==> src/hdl/assert_macros.svh <==
// assertion helpers shared by the rtl files
// expects clk and arst_n in the scope of the user
`ifndef ASSERT_MACROS_SVH
`define ASSERT_MACROS_SVH

// checked only while out of reset
`define ASSERT_CLK(label, prop, msg) \
	label: assert property (@(posedge clk) disable iff (!arst_n) prop) else $error(msg);

// checked at every edge, reset included
`define ASSERT_ANY(label, prop, msg) \
	label: assert property (@(posedge clk) prop) else $error(msg);

`endif

==> src/hdl/stl_parser_pkg.sv <==
// types, codes and character helpers for the string to long parser
// used by stl_step, stl_out_stage and string_to_long_parser_core
package stl_parser_pkg;

	localparam int unsigned CHAR_W   = 8;
	localparam int unsigned BASE_W   = 6;
	localparam int unsigned VALUE_W  = 32;
	localparam int unsigned OFFSET_W = 16;
	localparam int unsigned STATUS_W = 2;
	localparam int unsigned RES_W    = VALUE_W + OFFSET_W + STATUS_W;
	localparam int unsigned TDATA_W  = ((RES_W + 7) / 8) * 8;

	localparam logic [OFFSET_W-1:0] MAX_TEXT_LEN = 16'hffff;
	localparam logic [BASE_W-1:0]   BASE_RESET   = 6'd10;
	localparam logic [BASE_W-1:0]   BASE_MAX     = 6'd36;

	localparam logic [VALUE_W-1:0] POS_LIMIT = 32'h7fffffff;
	localparam logic [VALUE_W-1:0] NEG_LIMIT = 32'h80000000;

	// parse phases
	localparam logic [2:0] PH_IDLE   = 3'd0;
	localparam logic [2:0] PH_SPACE  = 3'd1;
	localparam logic [2:0] PH_SIGNED = 3'd2;
	localparam logic [2:0] PH_ZERO   = 3'd3;
	localparam logic [2:0] PH_PREFIX = 3'd4;
	localparam logic [2:0] PH_DIGITS = 3'd5;

	// digit status
	localparam logic [1:0] DS_NONE = 2'd0;
	localparam logic [1:0] DS_SOME = 2'd1;
	localparam logic [1:0] DS_OVER = 2'd2;

	// result status
	localparam logic [STATUS_W-1:0] ST_OK      = 2'd0;
	localparam logic [STATUS_W-1:0] ST_NODIG   = 2'd1;
	localparam logic [STATUS_W-1:0] ST_RANGE   = 2'd2;
	localparam logic [STATUS_W-1:0] ST_BADBASE = 2'd3;

	localparam logic [CHAR_W-1:0] CH_ZERO  = 8'h30;
	localparam logic [CHAR_W-1:0] CH_PLUS  = 8'h2b;
	localparam logic [CHAR_W-1:0] CH_MINUS = 8'h2d;
	localparam logic [CHAR_W-1:0] CH_UP_X  = 8'h58;
	localparam logic [CHAR_W-1:0] CASE_MASK = 8'hdf;
	localparam logic [CHAR_W-1:0] NO_DIGIT = 8'hff;

	typedef struct packed {
		logic [2:0]          phase;
		logic                neg;
		logic [VALUE_W-1:0]  acc;
		logic [1:0]          dstat;
		logic [BASE_W-1:0]   wbase;
		logic [OFFSET_W-1:0] pos;
	} parse_state_t;

	typedef struct packed {
		logic [STATUS_W-1:0] status;
		logic [OFFSET_W-1:0] offset;
		logic [VALUE_W-1:0]  value;
	} result_t;

	function automatic logic [CHAR_W-1:0] digit_of(input logic [CHAR_W-1:0] c);
		logic [CHAR_W-1:0] d;
		d = NO_DIGIT;
		if (c >= 8'h30 && c <= 8'h39) d = c - 8'h30;
		else if (c >= 8'h41 && c <= 8'h5a) d = c - 8'h37;
		else if (c >= 8'h61 && c <= 8'h7a) d = c - 8'h57;
		return d;
	endfunction

	function automatic logic is_space(input logic [CHAR_W-1:0] c);
		return (c == 8'h20) || (c >= 8'h09 && c <= 8'h0d);
	endfunction

endpackage

==> src/hdl/stl_step.sv <==
// one character step of the parser: next state and optional result
// pure combinational, uses stl_parser_pkg
module stl_step (
	input  stl_parser_pkg::parse_state_t              cur,
	input  logic [stl_parser_pkg::CHAR_W-1:0]         char_code,
	input  logic                                      start,
	input  logic [stl_parser_pkg::BASE_W-1:0]         number_base,
	output stl_parser_pkg::parse_state_t              nxt,
	output logic                                      emit,
	output stl_parser_pkg::result_t                   res
);

	logic [stl_parser_pkg::CHAR_W-1:0]  c;
	logic [stl_parser_pkg::CHAR_W-1:0]  d;
	logic                               bad_base;
	logic                               active;
	logic                               do_first;
	logic                               do_take;
	logic [stl_parser_pkg::VALUE_W-1:0] limit;
	logic [stl_parser_pkg::VALUE_W+stl_parser_pkg::BASE_W-1:0] prod;

	assign bad_base = (number_base > stl_parser_pkg::BASE_MAX) || (number_base == 6'd1);

	always_comb begin
		nxt      = cur;
		emit     = 1'b0;
		res      = '0;
		do_first = 1'b0;
		do_take  = 1'b0;
		active   = 1'b0;
		c        = char_code;
		prod     = '0;

		if (start) begin
			nxt.neg   = 1'b0;
			nxt.acc   = '0;
			nxt.dstat = stl_parser_pkg::DS_NONE;
			nxt.pos   = '0;
			nxt.wbase = number_base;
			if (bad_base) begin
				emit       = 1'b1;
				res.status = stl_parser_pkg::ST_BADBASE;
				nxt.phase  = stl_parser_pkg::PH_IDLE;
			end else begin
				nxt.phase = stl_parser_pkg::PH_SPACE;
				active    = 1'b1;
			end
		end else if (cur.phase != stl_parser_pkg::PH_IDLE) begin
			nxt.pos = cur.pos + 16'd1;
			active  = 1'b1;
		end

		// the last index of a long text reads as nul
		if (nxt.pos >= stl_parser_pkg::MAX_TEXT_LEN) c = '0;
		d = stl_parser_pkg::digit_of(c);

		if (active) begin
			unique case (nxt.phase)
				stl_parser_pkg::PH_SPACE: begin
					if (stl_parser_pkg::is_space(c)) begin
						nxt.phase = stl_parser_pkg::PH_SPACE;
					end else if (c == stl_parser_pkg::CH_MINUS ||
						c == stl_parser_pkg::CH_PLUS) begin
						nxt.neg   = (c == stl_parser_pkg::CH_MINUS);
						nxt.phase = stl_parser_pkg::PH_SIGNED;
					end else begin
						do_first = 1'b1;
					end
				end
				stl_parser_pkg::PH_SIGNED: begin
					do_first = 1'b1;
				end
				stl_parser_pkg::PH_ZERO: begin
					if ((c & stl_parser_pkg::CASE_MASK) == stl_parser_pkg::CH_UP_X) begin
						nxt.wbase = 6'd16;
						nxt.phase = stl_parser_pkg::PH_PREFIX;
					end else begin
						if (nxt.wbase == '0) nxt.wbase = 6'd8;
						nxt.phase = stl_parser_pkg::PH_DIGITS;
						do_take   = 1'b1;
					end
				end
				stl_parser_pkg::PH_PREFIX: begin
					// "0x" with no hex digit after it converts the zero alone
					if (d >= 8'd16) begin
						nxt.neg    = 1'b0;
						nxt.phase  = stl_parser_pkg::PH_IDLE;
						emit       = 1'b1;
						res.status = stl_parser_pkg::ST_OK;
						res.offset = nxt.pos - 16'd1;
					end else begin
						nxt.phase = stl_parser_pkg::PH_DIGITS;
						do_take   = 1'b1;
					end
				end
				stl_parser_pkg::PH_DIGITS: begin
					do_take = 1'b1;
				end
				default: begin
					nxt.phase = stl_parser_pkg::PH_IDLE;
				end
			endcase
		end

		if (do_first) begin
			if (c == stl_parser_pkg::CH_ZERO && (nxt.wbase == '0 || nxt.wbase == 6'd16)) begin
				nxt.phase = stl_parser_pkg::PH_ZERO;
				nxt.dstat = stl_parser_pkg::DS_SOME;
			end else begin
				if (nxt.wbase == '0) nxt.wbase = 6'd10;
				nxt.phase = stl_parser_pkg::PH_DIGITS;
				do_take   = 1'b1;
			end
		end

		limit = nxt.neg ? stl_parser_pkg::NEG_LIMIT : stl_parser_pkg::POS_LIMIT;

		if (do_take) begin
			if (d >= {2'b00, nxt.wbase}) begin
				// first character that cannot continue the number
				emit      = 1'b1;
				nxt.phase = stl_parser_pkg::PH_IDLE;
				unique case (nxt.dstat)
					stl_parser_pkg::DS_NONE: begin
						res.status = stl_parser_pkg::ST_NODIG;
					end
					stl_parser_pkg::DS_OVER: begin
						res.status = stl_parser_pkg::ST_RANGE;
						res.offset = nxt.pos;
						res.value  = limit;
					end
					default: begin
						res.status = stl_parser_pkg::ST_OK;
						res.offset = nxt.pos;
						res.value  = nxt.neg ? (32'd0 - nxt.acc) : nxt.acc;
					end
				endcase
			end else if (nxt.dstat != stl_parser_pkg::DS_OVER) begin
				prod = nxt.acc * nxt.wbase + {30'd0, d};
				if (prod > {6'd0, limit}) begin
					nxt.dstat = stl_parser_pkg::DS_OVER;
				end else begin
					nxt.acc   = prod[stl_parser_pkg::VALUE_W-1:0];
					nxt.dstat = stl_parser_pkg::DS_SOME;
				end
			end
		end
	end

endmodule

==> src/hdl/stl_out_stage.sv <==
// result register on the master side, loads when empty or while the old result is taken
// uses stl_parser_pkg and assert_macros.svh
`include "assert_macros.svh"

module stl_out_stage (
	input  logic                                   clk,
	input  logic                                   arst_n,
	input  logic                                   load,
	input  stl_parser_pkg::result_t                res,
	output logic                                   ready,
	output logic                                   m_tvalid,
	input  logic                                   m_tready,
	output logic [stl_parser_pkg::TDATA_W-1:0]     m_tdata
);

	logic                    valid_q;
	stl_parser_pkg::result_t res_q;
	logic                    range_res;
	logic                    range_clamped;
	logic                    empty_res;
	logic                    empty_zero;

	// free when empty or when the held request leaves this cycle
	assign ready    = !valid_q || m_tready;
	assign m_tvalid = valid_q;
	assign m_tdata  = {{(stl_parser_pkg::TDATA_W - stl_parser_pkg::RES_W){1'b0}}, res_q};

	always_ff @(posedge clk or negedge arst_n) begin
		if (!arst_n) begin
			valid_q <= 1'b0;
		end else if (ready) begin
			valid_q <= load;
		end
	end

	always_ff @(posedge clk) begin
		if (ready && load) begin
			res_q <= res;
		end
	end

	assign range_res     = valid_q && (res_q.status == stl_parser_pkg::ST_RANGE);
	assign range_clamped = (res_q.value == stl_parser_pkg::POS_LIMIT) ||
		(res_q.value == stl_parser_pkg::NEG_LIMIT);
	assign empty_res     = valid_q && ((res_q.status == stl_parser_pkg::ST_NODIG) ||
		(res_q.status == stl_parser_pkg::ST_BADBASE));
	assign empty_zero    = (res_q.value == '0) && (res_q.offset == '0);

	`ASSERT_CLK(a_load_needs_room, load |-> ready, "result loaded while stage full")
	`ASSERT_CLK(a_range_clamped, range_res |-> range_clamped, "range error without clamped value")
	`ASSERT_CLK(a_nodig_zero, empty_res |-> empty_zero, "empty result not zero")

endmodule

==> src/hdl/string_to_long_parser_core.sv <==
// channel  dir  fields (low bit first)                          handshake
// s        in   tdata: char_code[7:0]; tuser: start_of_text      tvalid/tready
// m        out  tdata: parsed_value[31:0] end_offset[47:32]
//               status[49:48], zero to 56 bits                   tvalid/tready
// base     in   base_wdata: number_base[5:0]                     base_we, no wait
//
// one character is taken per cycle while s_tready is high; state registers hold the parse between characters
// a result is registered and appears in the cycle after the character that ends the text
// input stalls only while a finished result waits on m_tready
// reset clears the parse to idle and the base to 10
// top level of the parser, uses stl_parser_pkg, stl_step, stl_out_stage, assert_macros.svh
`include "assert_macros.svh"

module string_to_long_parser_core (
	input  logic        clk,
	input  logic        arst_n,
	input  logic        s_tvalid,
	output logic        s_tready,
	input  logic [7:0]  s_tdata,   // char_code[7:0]
	input  logic        s_tuser,   // start_of_text
	output logic        m_tvalid,
	input  logic        m_tready,
	output logic [55:0] m_tdata,   // parsed_value[31:0], end_offset[47:32], status[49:48]
	input  logic        base_we,
	input  logic [5:0]  base_wdata // number_base[5:0]
);

	stl_parser_pkg::parse_state_t st_q;
	stl_parser_pkg::parse_state_t st_nxt;
	stl_parser_pkg::result_t      res;
	logic [stl_parser_pkg::BASE_W-1:0] base_q;
	logic emit;
	logic in_acc;
	logic out_ready;
	logic res_load;
	logic st_idle;
	logic bad_start;
	logic bad_shown;

	assign s_tready = out_ready;
	assign in_acc   = s_tvalid && s_tready;
	assign res_load = in_acc && emit;

	always_ff @(posedge clk or negedge arst_n) begin
		if (!arst_n) begin
			base_q <= stl_parser_pkg::BASE_RESET;
		end else if (base_we) begin
			base_q <= base_wdata;
		end
	end

	always_ff @(posedge clk or negedge arst_n) begin
		if (!arst_n) begin
			st_q <= {stl_parser_pkg::PH_IDLE, 1'b0, {stl_parser_pkg::VALUE_W{1'b0}},
				stl_parser_pkg::DS_NONE, {stl_parser_pkg::BASE_W{1'b0}},
				{stl_parser_pkg::OFFSET_W{1'b0}}};
		end else if (in_acc) begin
			st_q <= st_nxt;
		end
	end

	stl_step u_step (
		.cur         (st_q),
		.char_code   (s_tdata),
		.start       (s_tuser),
		.number_base (base_q),
		.nxt         (st_nxt),
		.emit        (emit),
		.res         (res)
	);

	stl_out_stage u_out (
		.clk      (clk),
		.arst_n   (arst_n),
		.load     (res_load),
		.res      (res),
		.ready    (out_ready),
		.m_tvalid (m_tvalid),
		.m_tready (m_tready),
		.m_tdata  (m_tdata)
	);

	assign st_idle   = (st_q.phase == stl_parser_pkg::PH_IDLE);
	assign bad_start = in_acc && s_tuser &&
		((base_q > stl_parser_pkg::BASE_MAX) || (base_q == 6'd1));
	assign bad_shown = m_tvalid && (m_tdata[49:48] == stl_parser_pkg::ST_BADBASE);

	`ASSERT_ANY(a_reset_empty, !arst_n |-> !m_tvalid, "result shown during reset")
	`ASSERT_CLK(a_idle_after_emit, res_load |=> st_idle, "parse not idle after result")
	`ASSERT_CLK(a_bad_base, bad_start |=> bad_shown, "invalid base not reported")
	`ASSERT_CLK(a_acc_bound, st_q.acc <= stl_parser_pkg::NEG_LIMIT, "accumulator past limit")

endmodule
==> config.mk <==
export PLATFORM = sky130hd
export DESIGN_NAME = string_to_long_parser_core
export DESIGN_NICKNAME = d
export VERILOG_FILES = /design/src/hdl/stl_parser_pkg.sv /design/src/hdl/stl_step.sv /design/src/hdl/stl_out_stage.sv /design/src/hdl/string_to_long_parser_core.sv
export VERILOG_INCLUDE_DIRS = /design/src /design/src/hdl
export SDC_FILE = /design/constraint.sdc
export NUM_CORES = 1
export LEC_CHECK = 0
export ABC_AREA = 1
export BUFFER_PORTS_ARGS = -buffer_cell sky130_fd_sc_hd__buf_4
export CORE_MARGIN = 2
export CORE_UTILIZATION = 45
export DETAILED_ROUTE_END_ITERATION = 8
export PLACE_DENSITY = 0.71
export SKIP_LAST_GASP = 1
export SYNTH_ARGS = -nofsm -noshare
export SYNTH_HDL_FRONTEND = slang
export SYNTH_SLANG_ARGS = --single-unit
==> constraint.sdc <==
create_clock -name clk -period 12.2 [get_ports clk]
set_input_delay 1.22 -clock clk [delete_from_list [all_inputs] [get_ports clk]]
set_output_delay 1.22 -clock clk [all_outputs]
set_load 0.005 [all_outputs]
Yosys cells after proc, flatten, opt, wreduce, memory -nomap -nowiden:

Cells that the tools add are included.

* add/sub/neg operators: 7
* $mul: 1
* $lt $le $gt $ge: 13
* equality and inequality tests: 14
* multiplexer cells: 65
* reduce and logical (&&, ||, !) cells: 20

Operators with widths (number)
* $mux 34: 3
* $mux 50: 2
* $mux 32: 3
* $pmux 48 s2: 1
* $mux 18: 3
* $mux 44: 1
* $mux 8: 5
* $add 38x8->38: 1
* $gt 38x32->1: 1
* $mul 32x6->38: 1
* $mux 6: 6
* $eq 8x6->1 const B: 4
* $mux 16: 2
* $sub 1x32->32 const A: 1
* $mux 1: 22
* $mux 3: 6
* $add 16x1->16 const B: 1
* $ge 16x16->1 const B: 1
* $ge 8x7->1 const B: 2
* $le 8x7->1 const B: 2
* $sub 16x1->16 const B: 1
* $sub 8x6->8 const B: 2
* $logic_not 6->1: 2
* $pmux 3 s4: 1
* 28 further kinds: 46

* flip-flop bits (word level): 117
* word-level logic and storage cells: 131

Depth between registers and ports, before layout:

* depth after elaboration: 21
* depth in mapped cells: 67
* mapped depth without buffers: 65

Hierarchy:

From an unflattened synthesis, not the netlist that was laid out.

* cell total of the unflattened synthesis: 2224
* area, all modules: 16005.4 sq um

By module, submodules not included
* stl_step: instances 1, cells an instance 1873, area an instance 11725.0 sq um
* string_to_long_parser_core: instances 1, cells an instance 288, area an instance 2685.1 sq um
* stl_out_stage: instances 1, cells an instance 63, area an instance 1595.3 sq um

Worst setup path before layout:

No wires, ideal clock.

* path kind: input to register
* from: input port s_tuser
* to: register st_q[49] (netlist bit)
* data arrival time: 10.192 ns
* data required time: 12.134 ns
* slack: 1.942 ns
* cell stages on the path: 60
* buffers on the path: 5
* path through: buf_2 -> buf_6 -> nor3_1 -> ha_1 -> nand4_1 -> nor2_1 -> nand2_1 -> nor2_2 -> nand3_4 -> buf_8 -> nand2_2 -> ha_1 -> inv_1 -> o21ai_0 -> nand3_1 -> nand2_1 -> o21ai_2 -> nand3_1 -> (+24 left out) -> o221a_2 -> nand2_1 -> nand2_1 -> nand2_1 -> nand2_1 -> nand4_1 -> nor2_1 -> clkbuf_1 -> nand2_1 -> o21ai_0 -> nand2_1 -> nand2_1 -> nand2_1 -> nand2_1 -> nand2_1 -> nand2_1 -> nand2_1 -> nand2_1

RTL lines
* start: declaration: line string_to_long_parser_core.sv:20 `input logic s_tuser,`
* end signal: assignment: line string_to_long_parser_core.sv:54 `st_q <= {stl_parser_pkg::PH_IDLE, 1'b0, {stl_parser_pkg::VALUE_W{1'b0}},`
* end signal: assignment: line string_to_long_parser_core.sv:58 `st_q <= st_nxt;`
* end: declaration: line string_to_long_parser_core.sv:28 `stl_parser_pkg::parse_state_t st_q;`

==> results.json <==
{
  "antenna_found_initial": 0,
  "drv_slew": 0,
  "p_int_mw": 0.963,
  "min_period_ns": 10.97,
  "gp_congestion": 0.908,
  "viasPerCell": 5.40,
  "hold_class": "flop to flop",
  "critPathTopFamily": "simple AND/OR/NAND/NOR gates",
  "postCtsResizedCells": 0,
  "ys_ff_latch": 117,
  "synth_cell_types": 59,
  "cpPeakStageDelay_ns": 0.55,
  "pwr-share-clk_pct": 33.0,
  "tightest_slew_ns": 0.929,
  "synthFlopType": "dfrtp_1",
  "crit_start": "s_tuser",
  "dieArea_um2": 38300,
  "hold_violations": 0,
  "wl_um": 45400,
  "timing.rr.end": "st_q[53]$_DFFE_PN0P_",
  "vias": 15400,
  "path_class": "primary input to flop",
  "clock_latency_ns": 0.42,
  "drc": 0,
  "grt_max_degree": 80,
  "synthTopCellsByArea": "nand2_1 (18%), fa_1 (15%), dfrtp_1 (9.8%), ha_1 (9.5%), edfxtp_1 (9.1%)",
  "crit_top_cell": "nand2_1",
  "h-tree-depth": 4,
  "die_width_um": 196,
  "cts_setup_buffers": 0,
  "core_um2": 36300,
  "hold_ws_ns": 0.477,
  "syn_avg_cell_area_um2": 7.02,
  "power.density_nw_per_um2": 87.3,
  "areaGrowthSynthToFinish_pct": 8.39,
  "portBuffers": 71,
  "final_cell_mix": "nand2_1 (784), inv_1 (269), nor2_1 (189), fa_1 (126), ha_1 (125)",
  "r2r_start": "st_q[59]$_DFFE_PN0P_",
  "synth-edff-count": 50,
  "status": "complete, no violations",
  "switching_power_mw": 0.600,
  "swShare_pct": 38.4,
  "cts_tree": "yes",
  "setup_viol": 0,
  "critical_path_peak_fanout": 54,
  "pin_count": 78,
  "power_frac_comb_pct": 35.6,
  "antenna_left": 0,
  "synth_top_cell_area_share_pct": 17.8,
  "drv_cap": 0,
  "drive_gt1_share_pct": 9.39,
  "cp.arrival_ns": 11.33,
  "reg2reg_depth": 62,
  "die_height_um": 196,
  "p_leak_nw": 9.51,
  "peakVddDrop_v": 0.0000933,
  "avgRoutedWirePerCell_um": 15.9,
  "synthArstFlopShare_pct": 57.3,
  "grt_pass1_wl_um": 75600,
  "grtUsageTotal_pct": 24.3,
  "critPathBufInv": 8,
  "final_common_cell": "nand2_1",
  "clk_pin_slew_ns": 0.06,
  "start_util_pct": 45.4,
  "cts_buffer_depth": 2,
  "hold_buffers": 0,
  "diodes": 0,
  "max_freq_mhz": 91.2,
  "hpwl_um": 35000,
  "fin_tns_setup_ns": 0,
  "cp.depth": 59,
  "ys_warn_count": 0,
  "cp-start-kind": "primary input",
  "endpoint": "st_q[53]$_DFFE_PN0P_",
  "rsz0062_at_grt": "no",
  "ys_seq_area_share_pct": 19.3,
  "min_path_cells": 2,
  "drtPass1Iterations": 6,
  "critical-path-slowest-cell": "fa_1",
  "mappedNetlistArea_um2": 16500,
  "slew_headroom_pct": 38.1,
  "r2r_slack_ns": 1.41,
  "grt_overflow": 0,
  "grt_pass1_vias": 14700,
  "worstSetupEndpointType": "flop",
  "crit_required_ns": 12.56,
  "cts_buffers": 17,
  "drt_iter0_drc": 1474,
  "cts.sinks": 117,
  "fin_worst_skew_ns": 0.0112,
  "fp-row-count": 70,
  "fin_nets": 2643,
  "syn-instance-count": 2353,
  "timing.final.crit_share_pct": 89.9,
  "clock-root-buffer": "clkbuf_16",
  "pwr-share-seq_pct": 31.5,
  "yosysTopAreaCell": "nand2_1"
}
sequential cells by signal (all words and copies together) (netlist names):
signal          flops
u_out.m_tvalid      1
u_out.m_tdata      50
st_q               60
base_q              6
synth_stat cells, types with 13 or more instances:
cell type	count
buf_4	14
o21ai_0	103
nor3_1	27
dfrtp_1	65
buf_2	18
a21oi_1	80
nor2_1	191
or2_0	14
nand4_1	53
a21oi_2	20
edfxtp_1	50
o21ai_1	13
or2_1	13
xnor2_1	19
nand2_2	18
inv_1	269
nand3_1	105
clkbuf_1	47
nand2_1	785
ha_1	125
fa_1	126
xor2_1	53
routing by layer:
layer / GRT usage [%] / vias up / wire (µm)
met5: 0 / - / 0
met4: 7.12 / 0 / 1020
met3: 3.66 / 69 / 3530
met2: 38.4 / 615 / 20300
met1: 34.5 / 7207 / 20500
li1: - / 7507 / -
tightest hold or removal path, cell delays in order, from the launching register on:
cell	delay, ns
dfrtp_1	0.34
nand2_1	0.05
o21ai_0	0.06
worst min path at each step:
stage / startpoint / slack [ns] / endpoint
floorplan: st_q[16]$_DFFE_PN0P_ / 0.45 / st_q[16]$_DFFE_PN0P_
global placement: st_q[36]$_DFFE_PN0P_ / 0.46 / st_q[36]$_DFFE_PN0P_
detailed placement: st_q[42]$_DFFE_PN0P_ / 0.47 / st_q[42]$_DFFE_PN0P_
CTS: st_q[38]$_DFFE_PN0P_ / 0.48 / st_q[38]$_DFFE_PN0P_
global route: st_q[39]$_DFFE_PN0P_ / 0.49 / st_q[39]$_DFFE_PN0P_
finish: st_q[16]$_DFFE_PN0P_ / 0.48 / st_q[16]$_DFFE_PN0P_
through the flow:
stage               cells  area, µm²  power, mW  util [%]  setup slack [ns]
global route         2853      17900       1.65      49.3             0.228
finish               2853      17900       1.56      49.3              1.23
global placement     2821      17300       1.03      47.6              1.22
floorplan            2358      16500      0.876         -              1.94
CTS                  2853      17900       1.56      49.3              1.37
detailed placement   2821      17300       1.05      47.6             0.964
power groups by stage:
stage,clock network (mW),logic [mW],registers [mW]
floorplan,0,0.375,0.501
global placement,0,0.535,0.498
detailed placement,0,0.546,0.500
CTS,0.519,0.551,0.493
global route,0.535,0.613,0.497
finish,0.515,0.556,0.492
cell families (layout without fill, tap and decap cells):
family	count (synthesis)	in the layout	share of synthesized area [%]
compound gates	268	268	9.44
xor+xnor	72	72	3.82
fa+ha+maj	251	251	24.7
buf+inv	389	416	9.92
flops	117	117	19.3
other cells	1	6	0.0227
simple gates	1255	1255	32.8
cell type report:
class / instances / area, µm²
inverters: 290 / 1090
well taps: 468 / 586
repair buffers: 94 / 718
clock inverters: 12 / 155
fillers: 3502 / 18400
multi-input cells: 1852 / 11700
flip-flops and latches: 117 / 3180
clock buffers: 20 / 447
Power figures use the tool's default switching activity.
